## config.mk

```make
export PLATFORM = sky130hd
export DESIGN_NAME = rcwt_rowcalc
export DESIGN_NICKNAME = d
export VERILOG_FILES = /design/src/rtl/rcwt_pkg.sv /design/src/rtl/rcwt_rowcalc.sv
export SDC_FILE = /design/constraint.sdc
export NUM_CORES = 1
export LEC_CHECK = 0
export BUFFER_PORTS_ARGS = -buffer_cell sky130_fd_sc_hd__buf_2
export CORE_MARGIN = 2
export CORE_UTILIZATION = 60
export CTS_CLUSTER_SIZE = 25
export DETAILED_ROUTE_END_ITERATION = 16
export PLACE_DENSITY_LB_ADDON = 0.2
export SYNTH_ARGS = -nofsm -noshare
export SYNTH_HDL_FRONTEND = slang
export SYNTH_SLANG_ARGS = --single-unit
export TNS_END_PERCENT = 1
```

## constraint.sdc

```tcl
create_clock -name i_clk -period 12.89 [get_ports i_clk]
set_clock_uncertainty 0.2 [all_clocks]
set_input_delay 1.9335 -clock i_clk [delete_from_list [all_inputs] [get_ports i_clk]]
set_output_delay 1.9335 -clock i_clk [all_outputs]
set_load 0.02 [all_outputs]
```

## src/rtl/rcwt_pkg.sv

```systemverilog
// Shared types and constants for the textured wall column pixel pipeline.
// Depends on nothing; the top, rcwt_rowcalc and the testbench import it.
`default_nettype none

package rcwt_pkg;

    // 623.25 in Q16, the numerator of the wall height.
    localparam logic [25:0] HEIGHT_NUM = 26'd40845312;
    localparam int          HEIGHT_QW  = 16;

    // Configuration register indexes.
    localparam logic CFG_CEILING = 1'b0;
    localparam logic CFG_FLOOR   = 1'b1;

    // Item kinds carried in tuser.
    localparam logic ACT_WRITE = 1'b0;
    localparam logic ACT_PIXEL = 1'b1;

    // Where a pixel colour comes from.
    typedef enum logic [1:0] {
        SRC_TEXEL,
        SRC_CEILING,
        SRC_FLOOR
    } t_src;

    // Row control that travels with the texel row division.
    typedef struct packed {
        t_src src;
        logic lower;       // lower half of the wall: quotient minus one
        logic force_zero;  // upper numerator not positive: row zero
        logic hzero;       // zero height: centre texel row
    } t_rowctl;

endpackage

`default_nettype wire

```

## src/rtl/rcwt_rowcalc.sv

```systemverilog
// Wall height stage: saturates the height, sorts the row into ceiling, wall or
// floor, and forms the texel row numerator and divisor. Depends on rcwt_pkg.
`default_nettype none

module rcwt_rowcalc
    import rcwt_pkg::*;
#(
    parameter int TEX_SIZE      = 64,
    parameter int SCREEN_HEIGHT = 450,
    parameter int PW            = 8
) (
    input  wire                             i_clk,
    input  wire                             i_rst_n,
    input  wire                             i_adv,
    input  wire                             i_vld,
    input  wire  [HEIGHT_QW-1:0]            i_quo,
    input  wire                             i_ovf,
    input  wire  [8:0]                      i_row,
    input  wire  [PW-1:0]                   i_side,
    output logic                            o_vld,
    output logic [HEIGHT_QW+$clog2(TEX_SIZE)+1:0] o_num,
    output logic [HEIGHT_QW:0]              o_den,
    output t_rowctl                         o_ctl,
    output logic [PW-1:0]                   o_side
);

    localparam int TW  = $clog2(TEX_SIZE);
    localparam int NW  = HEIGHT_QW + TW + 2;
    localparam int SHB = $clog2(SCREEN_HEIGHT + 1);
    localparam int RW  = (SHB > 9) ? SHB : 9;

    logic [HEIGHT_QW-1:0] w_h;
    logic [HEIGHT_QW-1:0] w_lim;
    logic [HEIGHT_QW-1:0] w_half;
    logic [RW-1:0]        w_row;
    logic [RW-1:0]        w_centre;
    logic [RW-1:0]        w_d;
    logic                 w_above;
    logic                 w_wall;
    logic [NW-1:0]        w_a;
    logic [NW-1:0]        w_b;
    t_rowctl              w_ctl;

    // Height saturates at its full range; half height uses the screen limit.
    assign w_h      = i_ovf ? {HEIGHT_QW{1'b1}} : i_quo;
    assign w_lim    = (w_h > HEIGHT_QW'(SCREEN_HEIGHT)) ? HEIGHT_QW'(SCREEN_HEIGHT) : w_h;
    assign w_half   = w_lim >> 1;
    assign w_row    = RW'(i_row);
    assign w_centre = RW'(SCREEN_HEIGHT / 2);
    assign w_above  = (w_row < w_centre);
    assign w_d      = w_above ? (w_centre - w_row) : (w_row - w_centre);
    assign w_wall   = (HEIGHT_QW'(w_d) <= w_half);

    // Numerator terms: h*(2C+1) and 2*d*TEX_SIZE.
    assign w_a = NW'(w_h) * NW'(TEX_SIZE + 1);
    assign w_b = NW'(w_d) << (TW + 1);

    // Region and row control.
    always_comb begin
        w_ctl.lower      = 1'b0;
        w_ctl.force_zero = 1'b0;
        w_ctl.hzero      = (w_h == '0);
        if (w_row >= RW'(SCREEN_HEIGHT)) begin
            w_ctl.src = SRC_FLOOR;
        end else if (!w_wall) begin
            w_ctl.src = w_above ? SRC_CEILING : SRC_FLOOR;
        end else begin
            w_ctl.src = SRC_TEXEL;
            if (!w_above && w_d != '0) begin
                w_ctl.lower = 1'b1;
            end else begin
                w_ctl.force_zero = (w_a <= w_b);
            end
        end
    end

    always_ff @(posedge i_clk) begin
        if (!i_rst_n) begin
            o_vld <= 1'b0;
        end else if (i_adv) begin
            o_vld <= i_vld;
        end
        if (i_adv) begin
            o_num  <= w_ctl.lower ? (w_a + w_b) : (w_a - w_b);
            o_den  <= {w_h, 1'b0};
            o_ctl  <= w_ctl;
            o_side <= i_side;
        end
    end

endmodule

`default_nettype wire

```

* Word level (Yosys, flattened, before mapping)
Cells that the tools add are included.
Word-level totals: register bits after elaboration 54, input port bits 38, output and inout bits 55
Cells by class: add/sub/neg operators 4, multipliers 1, magnitude comparators 5, muxes and demuxes 10, bitwise gates (word level) 1, reduce and logical (&&, ||, !) cells 6
Operators with widths (count):
- $mux W16 | 2
- $add A23 B16 Y24 | 1
- $mux W24 | 1
- $sub A23 B16 Y24 | 1
- $le A23 B16 Y1 | 1
- $mul A16 B7 Y23 const B | 1
- $gt A16 B9 Y1 const B | 1
- $logic_not A16 Y1 | 1
- $le A9 B15 Y1 | 1
- $ge A9 B9 Y1 const B | 1
- $lt A9 B8 Y1 const B | 1
- $mux W9 | 1
- $reduce_bool A9 Y1 | 1
- $sub A8 B9 Y9 const A | 1
- $sub A9 B8 Y9 const B | 1
- $mux W2 | 4
- $reduce_or A3 Y1 | 1
- $mux W1 | 2
- $reduce_or A2 Y1 | 1
- $logic_and A1 B1 Y1 | 1
- $logic_not A1 Y1 | 1
- $not A1 Y1 | 1

* Longest topological paths before layout
word-level depth 8, mapped depth 20

* Worst setup path after synthesis
Ideal clock, no wire load.
path type input to register, start input i_ovf, end register o_num[22], data pin, setup time 0.266 ns, arrival 5.626 ns, required time 12.424 ns, setup slack 6.798 ns, stages 20, path buffers 2, cell sequence clkbuf_1 > clkbuf_1 > or2_2 > ha_1 > ha_1 > inv_1 > fa_1 > nor2b_1 > o31a_1 > o21a_1 > nor2_1 > xnor2_1 > ha_1 > nor2_1 > a211o_1 > a221o_1 > a21oi_1 > nand4_1 > o41ai_1 > xnor2_1
Between the ends: longest elaborated chain between the ends 7, elaborated cells on any way between the ends 10, classes of those cells add/sub: 2; mul: 1; order compare: 2; mux: 5
Ends and longest elaborated chain:
- start, declared | line rcwt_rowcalc.sv:17 | input wire i_ovf,
- $mux W16 * | line rcwt_rowcalc.sv:45 | assign w_h = i_ovf ? {HEIGHT_QW{1'b1}} : i_quo;
- via w_h[7] | line rcwt_rowcalc.sv:32 | logic [HEIGHT_QW-1:0] w_h;
- branches (longest 5 deep; another with $sub A23 B16 Y24)
- $mux W24 * | line rcwt_rowcalc.sv:84 | o_num <= w_ctl.lower ? (w_a + w_b) : (w_a - w_b);
- end signal, assigned | line rcwt_rowcalc.sv:84
- end, declared | line rcwt_rowcalc.sv:21 | output logic [HEIGHT_QW+$clog2(TEX_SIZE)+1:0] o_num,
Mark *: on every way through the listed nets, which the timed path passes. A chain may end at the register's enable or synchronous reset.

* Worst setup path after layout
start input i_row[1], end register o_num[22], data pin
Between the ends: longest elaborated chain between the ends 8, elaborated cells on any way between the ends 15, classes of those cells add/sub: 4; order compare: 3; mux: 5; reduce/logical: 3
Ends and longest elaborated chain:
- start, declared | line rcwt_rowcalc.sv:18 | input wire [8:0] i_row,
- branches (longest 7 deep; another with $le A9 B15 Y1)
- $mux W24 * | line rcwt_rowcalc.sv:84
Mark *: on every way between the ends.

==> impl_metrics.py <==
metrics = {
    "status": {
        "status": "finished clean",
    },
    "job": {
        "cap_violations": 0,
    },
    "sta": {
        "finalMaxSlewViolations": 0,
        "fin_crit_sh_pct": 49.2,
        "hold_viol_final": 0,
        "worst_pin_slew_ps": 1080,
        "final.min_clock_period_ps": 6340,
        "slew-limit-headroom_pct": 27.9,
        "finalSetupTns_ps": 0,
        "fmax_mhz": 158,
        "finalSetupViolCount": 0,
        "rsz0062_at_grt": "no",
    },
    "clocking": {
        "htree_levels": 2,
        "clock_latency_ps": 310,
        "cts.path.max_buffers": 2,
        "cts_resized": 0,
        "cts_hold_buf": 0,
        "post_cts_buffers": 0,
        "clkTransAtPathRegs_ps": 90,
        "clock-root-buffer": "clkbuf_8",
        "cts_tree": "done",
        "cts_inserted_buffers": 5,
        "clock_sinks": 48,
    },
    "global_route": {
        "overflow": 0,
        "grt_start_max_net_pins": 49,
        "first_global_vias": 3304,
        "antenna_found_initial": 0,
        "grt.total_usage_pct": 26.6,
        "grt_pass1_wl_um": 16300,
    },
    "worst_setup_path": {
        "crit_arrival_ps": 6200,
        "r2r_cells": 2,
        "r2r_end": "o_vld",
        "path_class": "input pin to flop",
        "cp.required_ps": 12750,
        "reg2reg_slack_ps": 12070,
        "r2r-start": "o_vld",
        "start_kind": "input pin",
        "critPathCaptureType": "flop",
        "critical_path.max_fanout": 18,
    },
    "placement": {
        "io_buffers": 91,
        "post-dp-hpwl_um": 8030,
        "gp_congestion": 0.973,
    },
    "yosys": {
        "ys_seq_elements": 48,
        "synth_area_per_cell_um2": 9.67,
        "ys.warnings.count": 0,
        "synth_top_area_cell": "edfxtp_1",
        "synth_fp_nets": 537,
        "async_flop_share_pct": 0,
        "synth.distinct_cells": 76,
        "ys.flop_type": "edfxtp_1",
        "synthTopCellsByCount": "ha_1, edfxtp_1, inv_1",
        "synth.most_common_cell": "ha_1",
        "yosysSeqAreaShare_pct": 33.3,
        "synth-edff-count": 47,
        "synth.area.top_cells": "edfxtp_1, ha_1, xnor2_1, a21oi_1, inv_1",
        "syn-cell-area_um2": 4300,
        "synthCells": 445,
        "yosys.area.top_type_share_pct": 32.8,
    },
    "layout": {
        "multi_input_area_um2": 2610,
        "diodes": 0,
        "ff_latch_area_um2": 1430,
        "nFillCells": 532,
        "drive_above_1_share_pct": 24.5,
        "layout.nets": 609,
        "area_delta_synth_final_pct": 13.1,
    },
    "floorplanning": {
        "dieArea_um2": 7870,
        "num_rows": 30,
        "num_io_pins": 93,
        "coreArea_um2": 6870,
        "die_y_um": 88.7,
        "die_w_um": 88.7,
        "floorplan.initialDensity_pct": 62.7,
    },
    "power": {
        "leakage_nw": 2.08,
        "ir_drop_v": 0.0000563,
        "power_density_nw_per_um2": 139,
        "power_w": 0.000675,
    },
    "routing": {
        "final_antenna_net_count": 0,
        "drc_errors": 0,
        "post_drt_wl_per_cell_um": 16.9,
        "drt_first_pass_iters": 5,
        "wirelength_um": 10400,
        "drtIter0Drc": 227,
        "viasPerCell": 6.08,
        "vias": 3732,
    },
    "worst_hold_path": {
        "holdPathEnd": "o_vld",
        "hold_depth": 2,
        "worstHoldStart": "o_vld",
        "hp-class": "flop to flop",
    },
}
-- cells in the final DEF, fill, tap and decap left out, drive strengths merged, types with 5 or more instances in the layout --
master and count:
xor2 8, clkbuf 5, ha 51, o21ai 18, nor2b 10, a211o 5
a21o 8, inv 32, or2 17, a211oi 5, xnor2 19, o21bai 10
nor2 29, nor3 6, nand3 10, nand4 5, edfxtp 47, mux2i 10
buf 91, o211ai 6, nand2 19, a21oi 28
-- cells by family after synthesis --
group	after synthesis	share of synthesized area, %
AOI/OAI and AO/OA	116	19.1
xor gates and xnor gates	27	5.49
adders and majority gates	54	16.2
buffers and inverters	57	6.19
DFF	48	33.3
muxes	12	2.85
other	2	0.174
and+or+nand+nor	129	16.7
-- final cells by class --
cell class	count	share of cell area (%)
clock buffers	5	1.41
clock inverters	3	1.41
inverters	31	2.39
multi-input cells	340	53.5
flip-flops and latches	48	29.4
well taps	96	2.47
repair buffers	91	9.36
-- through the flow --
stage	setup slack [ps]	hold slack (ps)	utilization [%]	instance area, µm²	cells
6_report	6550	344	70.9	4870	614
5_1_grt	6350	355	70.9	4870	614
4_1_cts	6720	340	70.9	4870	614
3_5_place_dp	6390	326	68.9	4730	606
3_3_place_gp	6570	289	68.9	4730	606
2_1_floorplan	6800	389	-	4300	445
-- critical path, cell delays in order --
cell and delay (ps):
buf_2 120, inv_1 110, ha_1 260, a21bo_2 280, o31ai_4 450, a21oi_1 80, a31o_2 240, xnor2_1 260
ha_1 320, a2111oi_0 630, a21oi_1 210, nor3_1 370, and2_4 350, nand2_1 110, o41ai_1 360, xnor2_1 100
-- flip-flops by register name (all words and copies together) (netlist names) --
signal and cells:
o_side 8, o_num 24, o_vld 1, o_ctl 5
o_den 10
-- per-layer routing --
layer	track usage, %	wire length, µm
met1	38.2	4770
met2	42.5	4730
met3	4.01	737
met4	6.34	119
met5	0	0
-- how the worst max path moves through the flow --
stage	from	endpoint	slack, ps	cells past startpoint
6_report	i_row[1]	o_num[22]	6550	16
5_1_grt	i_row[1]	o_num[22]	6350	16
4_1_cts	i_row[1]	o_num[22]	6720	16
3_5_place_dp	i_row[1]	o_num[22]	6390	16
3_3_place_gp	i_ovf	o_num[22]	6570	19
2_1_floorplan	i_ovf	o_num[22]	6800	20
-- report_power, final --
part	total [W]	internal (W)	switching (W)	leakage [nW]
Sequential	0.000215	0.000209	0.00000599	0.469
Combinational	0.000325	0.000126	0.000199	1.55
Clock	0.000135	0.0000782	0.0000570	0.0687
Power figures use the tool's default switching activity.
