### src/rtl/rcwt_div.sv
// Pipelined restoring divider, one quotient bit per stage, with an overflow flag
// when the quotient does not fit. Depends on nothing; carries a sideband vector.
`default_nettype none

module rcwt_div #(
    parameter int NW = 26,
    parameter int DW = 24,
    parameter int QW = 16,
    parameter int PW = 8
) (
    input  wire           i_clk,
    input  wire           i_rst_n,
    input  wire           i_adv,
    input  wire           i_vld,
    input  wire  [NW-1:0] i_num,
    input  wire  [DW-1:0] i_den,
    input  wire  [PW-1:0] i_side,
    output logic          o_vld,
    output logic [QW-1:0] o_quo,
    output logic          o_ovf,
    output logic [PW-1:0] o_side
);

    localparam int WW = (NW > DW + QW) ? NW : DW + QW;

    logic          r_vld  [0:QW];
    logic [WW-1:0] r_rem  [0:QW];
    logic [DW-1:0] r_den  [0:QW];
    logic [QW-1:0] r_quo  [0:QW];
    logic          r_ovf  [0:QW];
    logic [PW-1:0] r_side [0:QW];

    // Entry stage: overflow when the dividend reaches the divisor times 2^QW.
    always_ff @(posedge i_clk) begin
        if (!i_rst_n) begin
            r_vld[0] <= 1'b0;
        end else if (i_adv) begin
            r_vld[0] <= i_vld;
        end
        if (i_adv) begin
            r_rem[0]  <= WW'(i_num);
            r_den[0]  <= i_den;
            r_quo[0]  <= '0;
            r_ovf[0]  <= (WW'(i_num) >= (WW'(i_den) << QW));
            r_side[0] <= i_side;
        end
    end

    // One compare and subtract per stage, most significant bit first.
    for (genvar j = 1; j <= QW; j++) begin : g_stage
        logic [WW-1:0] n_shd;
        logic          n_bit;
        assign n_shd = WW'(r_den[j-1]) << (QW - j);
        assign n_bit = (r_rem[j-1] >= n_shd);

        always_ff @(posedge i_clk) begin
            if (!i_rst_n) begin
                r_vld[j] <= 1'b0;
            end else if (i_adv) begin
                r_vld[j] <= r_vld[j-1];
            end
            if (i_adv) begin
                r_rem[j]  <= n_bit ? (r_rem[j-1] - n_shd) : r_rem[j-1];
                r_den[j]  <= r_den[j-1];
                r_quo[j]  <= r_quo[j-1] | (QW'(n_bit) << (QW - j));
                r_ovf[j]  <= r_ovf[j-1];
                r_side[j] <= r_side[j-1];
            end
        end
    end

    assign o_vld  = r_vld[QW];
    assign o_quo  = r_quo[QW];
    assign o_ovf  = r_ovf[QW];
    assign o_side = r_side[QW];

endmodule

`default_nettype wire

### config.mk
export PLATFORM = sky130hd
export DESIGN_NAME = rcwt_div
export DESIGN_NICKNAME = d
export VERILOG_FILES = /design/src/rtl/rcwt_div.sv
export SDC_FILE = /design/constraint.sdc
export NUM_CORES = 2
export LEC_CHECK = 0
export BUFFER_PORTS_ARGS = -buffer_cell sky130_fd_sc_hd__buf_2
export CELL_PAD_IN_SITES_DETAIL_PLACEMENT = 1
export CELL_PAD_IN_SITES_GLOBAL_PLACEMENT = 1
export CORE_MARGIN = 5
export CORE_UTILIZATION = 35
export DETAILED_ROUTE_END_ITERATION = 12
export GPL_ROUTABILITY_DRIVEN = 0
export PLACE_DENSITY = 0.54
export SYNTH_ARGS = -nofsm -noshare
export SYNTH_HDL_FRONTEND = slang
export SYNTH_SLANG_ARGS = --single-unit
### constraint.sdc
create_clock -name i_clk -period 4.3 [get_ports i_clk]
set_input_delay 0.43 -clock i_clk [delete_from_list [all_inputs] [get_ports i_clk]]
set_output_delay 0.43 -clock i_clk [all_outputs]
set_load 0.05 [all_outputs]
# Word level (Yosys, flattened, before mapping)
# Memory sizes are Yosys's and may differ from the RTL's.
# Index checks and enable logic that the tools add are counted.
[totals]
mem_bits_rw = 1530
output_inout_bits = 26
input_bits = 62
reg_bits = 0
n_memories = 6
[memory_table]
columns = ["memory", "depth", "width", "rd", "rd_clocked_by_memory_dff", "wr", "line", "text"]
rows = [
  ["r_rem", 17, 40, 16, 0, 17, "27", "logic [WW-1:0] r_rem [0:QW];"],
  ["r_den", 17, 24, 16, 0, 17, "28", "logic [DW-1:0] r_den [0:QW];"],
  ["r_quo", 17, 16, 17, 0, 17, "29", "logic [QW-1:0] r_quo [0:QW];"],
  ["r_side", 17, 8, 17, 0, 17, "31", "logic [PW-1:0] r_side [0:QW];"],
  ["r_ovf", 17, 1, 17, 0, 17, "30", "logic r_ovf [0:QW];"],
  ["r_vld", 17, 1, 17, 0, 17, "26", "logic r_vld [0:QW];"],
]
[op_classes]
bitwise = 33
order_cmp = 17
mux = 38
n_addsub = 16
[op_table]
columns = ["op", "count"]
rows = [
  ["2-to-1 mux 40 bit", 16],
  [">= comparator 26 x 40 -> 1 bit", 1],
  [">= comparator 40 x 24 -> 1 bit", 1],
  [">= comparator 40 x 25 -> 1 bit", 1],
  [">= comparator 40 x 26 -> 1 bit", 1],
  [">= comparator 40 x 27 -> 1 bit", 1],
  [">= comparator 40 x 28 -> 1 bit", 1],
  [">= comparator 40 x 29 -> 1 bit", 1],
  [">= comparator 40 x 30 -> 1 bit", 1],
  [">= comparator 40 x 31 -> 1 bit", 1],
  [">= comparator 40 x 32 -> 1 bit", 1],
  [">= comparator 40 x 33 -> 1 bit", 1],
  [">= comparator 40 x 34 -> 1 bit", 1],
  [">= comparator 40 x 35 -> 1 bit", 1],
  [">= comparator 40 x 36 -> 1 bit", 1],
  [">= comparator 40 x 37 -> 1 bit", 1],
  [">= comparator 40 x 38 -> 1 bit", 1],
  [">= comparator 40 x 39 -> 1 bit", 1],
  ["subtractor 40 x 24 -> 40 bit", 1],
  ["subtractor 40 x 25 -> 40 bit", 1],
  ["subtractor 40 x 26 -> 40 bit", 1],
  ["subtractor 40 x 27 -> 40 bit", 1],
  ["subtractor 40 x 28 -> 40 bit", 1],
  ["subtractor 40 x 29 -> 40 bit", 1],
  ["other kinds (28)", 65],
]

# Longest topological paths before layout
[depth]
depth_word = 4
mapped_depth = 15
mapped_depth_nobuf = 13

# Worst setup path before layout
# No wires, ideal clock.
[synth_timing]
kind = "reg2reg"
start = "memory r_rem[0][405] (netlist bit)"
end = "memory r_rem[0][467] (netlist bit), data pin"
period_less_slack_ps = 3340
slack_ps = 960
arrival_time_ps = 3080
path_stages_with_launch = 14
path_buffers = 0
path_cell_list = "edfxtp_1 inv_1 ha_1 inv_1 fa_1 a21o_1 a221oi_1 a22oi_1 o22a_1 a211o_1 a311o_1 a21oi_1 xnor2_1 mux2_2"
[synth_rtl]
columns = ["item", "line"]
rows = [
  ["from (decl)", "27"],
]

==> impl_metrics.prom <==
# TYPE chip_impl_metric gauge
chip_impl_metric{name="die_x",unit="um"} 444
chip_impl_metric{name="min_period",unit="ns"} 3.91
chip_impl_metric{name="postSynthNetCount",unit=""} 5920
chip_impl_metric{name="critical_path_required",unit="ns"} 4.80
chip_impl_metric{name="fmax",unit="MHz"} 255
chip_impl_metric{name="worst-endpoint-arrival",unit="ns"} 4.42
chip_impl_metric{name="fp.coreArea",unit="sq um"} 188000
chip_impl_metric{name="dr_total_vias",unit=""} 41700
chip_impl_info{name="critPathLaunchType",value="flop"} 1
chip_impl_metric{name="die-area",unit="sq um"} 197000
chip_impl_info{name="outcome",value="complete, no violations"} 1
chip_impl_info{name="critical_path_class",value="reg -> reg"} 1
chip_impl_metric{name="first_pass_iters",unit=""} 5
chip_impl_metric{name="clk_pin_slew_worst_paths",unit="ns"} 0.06
chip_impl_metric{name="grt_overflow",unit=""} 0
chip_impl_metric{name="fp-row-count",unit=""} 159
chip_impl_metric{name="synthArstFlopShare",unit=""} 0
chip_impl_metric{name="power.total",unit="mW"} 46.1
chip_impl_metric{name="timing_max_transition_violations_final",unit=""} 0
chip_impl_metric{name="number_of_buffers_added_by_the_clock_tree_synthesis_step",unit=""} 159
chip_impl_metric{name="placement.setup.worst_slack",unit="ns"} 0.382
chip_impl_metric{name="cts_buffer_depth",unit=""} 3
chip_impl_metric{name="synth.yosys.warnings",unit=""} 0
chip_impl_metric{name="number_of_max_cap_violations",unit=""} 0
chip_impl_metric{name="synthDominantCellAreaShare",unit=""} 0.599
chip_impl_metric{name="dp_hpwl",unit="um"} 113000
chip_impl_metric{name="cts_setup_buffers",unit=""} 0
chip_impl_info{name="synth_top_cells_by_area",value="edfxtp_1 60%, ha_1 7.2%, o21ai_0 2.8%"} 1
chip_impl_metric{name="io_buffer_count",unit=""} 87
chip_impl_metric{name="layout_skew",unit="ns"} 0.0242
chip_impl_metric{name="yosysUniqueCellTypes",unit=""} 86
chip_impl_metric{name="post_route_cells_drive_above_1_share",unit=""} 0.0858
chip_impl_metric{name="grtUsageTotal",unit=""} 0.151
chip_impl_metric{name="drt-wirelength-per-cell",unit="um"} 17.7
chip_impl_metric{name="antenna_violating_nets_post_route",unit=""} 0
chip_impl_metric{name="cell_count_after_synthesis",unit=""} 5462
chip_impl_info{name="setup.worst_path.end_class",value="flop"} 1
chip_impl_metric{name="static_leakage",unit="nW"} 29.0
chip_impl_info{name="yosysTopAreaCell",value="edfxtp_1"} 1
chip_impl_metric{name="multi_input_area",unit="sq um"} 24100
chip_impl_metric{name="route.detailed.drc",unit=""} 0
chip_impl_metric{name="synth.avg_cell_area",unit="sq um"} 12.1
chip_impl_metric{name="seqCellArea",unit="sq um"} 39500
chip_impl_metric{name="final_hold_slack",unit="ns"} 0.147
chip_impl_metric{name="dieHeight",unit="um"} 444
chip_impl_metric{name="synth-edff-count",unit=""} 1315
chip_impl_info{name="clock-root-buffer",value="clkbuf_16"} 1
chip_impl_metric{name="clock_sink_count",unit=""} 1316
chip_impl_metric{name="fin_setup_tns",unit="ns"} 0
chip_impl_metric{name="cts.htree.levels",unit=""} 4
chip_impl_metric{name="max-vdd-ir-drop",unit="mV"} 0.361
chip_impl_metric{name="final_min_period_over_clock_period",unit=""} 0.910
chip_impl_metric{name="grt_pass1_wl",unit="um"} 239000
chip_impl_metric{name="postSynthRegisterBits",unit=""} 1316
chip_impl_metric{name="start_util",unit=""} 0.351
chip_impl_metric{name="synth_sequential_area_ratio",unit=""} 0.600
chip_impl_metric{name="grt_max_degree",unit=""} 107
chip_impl_metric{name="pin_count",unit=""} 88
chip_impl_metric{name="drt_first_iter_violations",unit=""} 1549
chip_impl_metric{name="layout_setup_ws",unit="ns"} 0.386
chip_impl_metric{name="timing_worst_slew_pin_value",unit="ns"} 1.41
chip_impl_info{name="tritoncts",value="yes"} 1
chip_impl_metric{name="clkLatencyLatePin",unit="ns"} 0.79
chip_impl_info{name="rsz0062_at_grt",value="no"} 1
chip_impl_metric{name="vias_in_the_first_global_route",unit=""} 45700
chip_impl_metric{name="drt_wl_total",unit="um"} 148000
chip_impl_metric{name="final_count_of_hold_timing_violations",unit=""} 0
chip_impl_metric{name="post_cts.resized_instances",unit=""} 0
chip_impl_metric{name="cp_max_fo",unit=""} 40
chip_impl_info{name="most_common_flop_cell_mapped_by_yosys",value="edfxtp_1"} 1
chip_impl_metric{name="synthesis.area",unit="sq um"} 65900
chip_impl_metric{name="slew_headroom",unit=""} 0.0483
chip_impl_metric{name="pwr_density_cell",unit="nW/um^2"} 609
chip_impl_metric{name="fillerInstances",unit=""} 19800
chip_impl_info{name="layout.cells.most_common_list",value="1315 x edfxtp_1, 480 x inv_1, 450 x nand2_1, 381 x ha_1, 371 x o21ai_0"} 1
chip_impl_metric{name="setup-violations-final",unit=""} 0
chip_impl_metric{name="area_growth",unit="%"} 14.8
chip_impl_metric{name="vias_per_std_cell",unit=""} 4.98
chip_impl_metric{name="final_net_count",unit=""} 6202
chip_impl_metric{name="antenna_found_initial",unit=""} 1
chip_impl_info{name="mostFrequentLayoutCell",value="edfxtp_1"} 1
chip_impl_info{name="worstHoldPathType",value="in -> reg"} 1
-- sequential cells by signal (all words and copies together), names as in the netlist --
register and count:
r_rem 626, r_den 384, r_quo 136, r_side 136, r_ovf 17, r_vld 17
-- per-layer routing --
metal / vias to the layer above / GRT usage / wire length (um)
met3: 369 / 0.0226 / 3620
li1: 20800 / - / -
met4: 0 / 0.0909 / 10100
met2: 499 / 0.296 / 80900
met1: 20000 / 0.146 / 53900
met5: - / 0 / 0
-- worst paths after layout --
| path | start | endpoint | slack (ns) | cells after the start |
|---|---|---|---|---|
| max | r_rem[0][333] | r_rem[0][367] | 0.39 | 10 |
| min | i_adv | r_den[0][46] | 0.15 | 1 |
| max reg2reg | r_rem[0][333] | r_rem[0][367] | 0.39 | 10 |
| min reg2reg | r_side[0][38] | r_side[0][46] | 0.41 | 0 |
-- kinds of logic after synthesis --
kind of cell	share of synthesized area
AND/OR/NAND/NOR	0.104
flip-flops	0.600
AO/OA/AOI/OAI	0.123
buffers and inverters	0.0351
adder cells (fa/ha/maj)	0.0769
XOR/XNOR	0.0509
multiplexers	0.0108
-- critical path: stages (launching register included) --
cell and delay (ns):
edfxtp_1 0.38, ha_1 0.39, and3_1 0.23, and3_1 0.22
a221oi_1 0.46, o21ai_1 0.29, a211oi_1 0.46, o21ai_0 0.25
a31oi_4 0.37, buf_4 0.40, o21ai_0 0.17
-- where the power goes --
part	total (mW)	internal [mW]	switching, mW
clock	12.9	7.58	5.33
sequential	18.6	17.3	1.35
combinational	14.6	6.19	8.38
-- per-stage QoR --
| step | area [sq um] | utilization | std cells |
|---|---|---|---|
| finish | 75700 | 0.403 | 8372 |
| global route | 75700 | 0.403 | 8372 |
| CTS | 75700 | 0.403 | 8371 |
| detailed placement | 70000 | 0.373 | 8018 |
| global placement | 70000 | 0.373 | 8018 |
| floorplan | 65900 | - | 5462 |
-- cell type report --
| type | instances | area share |
|---|---|---|
| Clock buffer | 197 | 0.0550 |
| Timing Repair Buffer | 239 | 0.0265 |
| Inverter | 483 | 0.0240 |
| Clock inverter | 96 | 0.0118 |
| Tap cell | 2495 | 0.0413 |
| Multi-Input combinational cell | 3545 | 0.319 |
| Sequential cell | 1316 | 0.522 |
| Antenna cell | 1 | 0.0000331 |
-- synth_stat cells (44+ instances only) --
library cell,instances
nor2b_1,67
ha_1,381
nor2_1,297
nand4_1,49
and3_1,51
nor4_1,71
mux2_2,56
o21ai_0,371
xor2_1,191
clkbuf_1,93
nand2_1,450
a21oi_1,363
nand2b_1,57
nand3_1,85
nor3_1,107
inv_1,480
o21a_1,65
a21o_1,160
edfxtp_1,1315
o21bai_1,44
xnor2_1,192
-- timing repair --
item,4_1_cts,5_1_grt
hold endpoints to repair,60,0
hold buffers,60,0
endpoints found under the setup margin,0,0
Note: power is estimated with default switching activity, not from simulation.
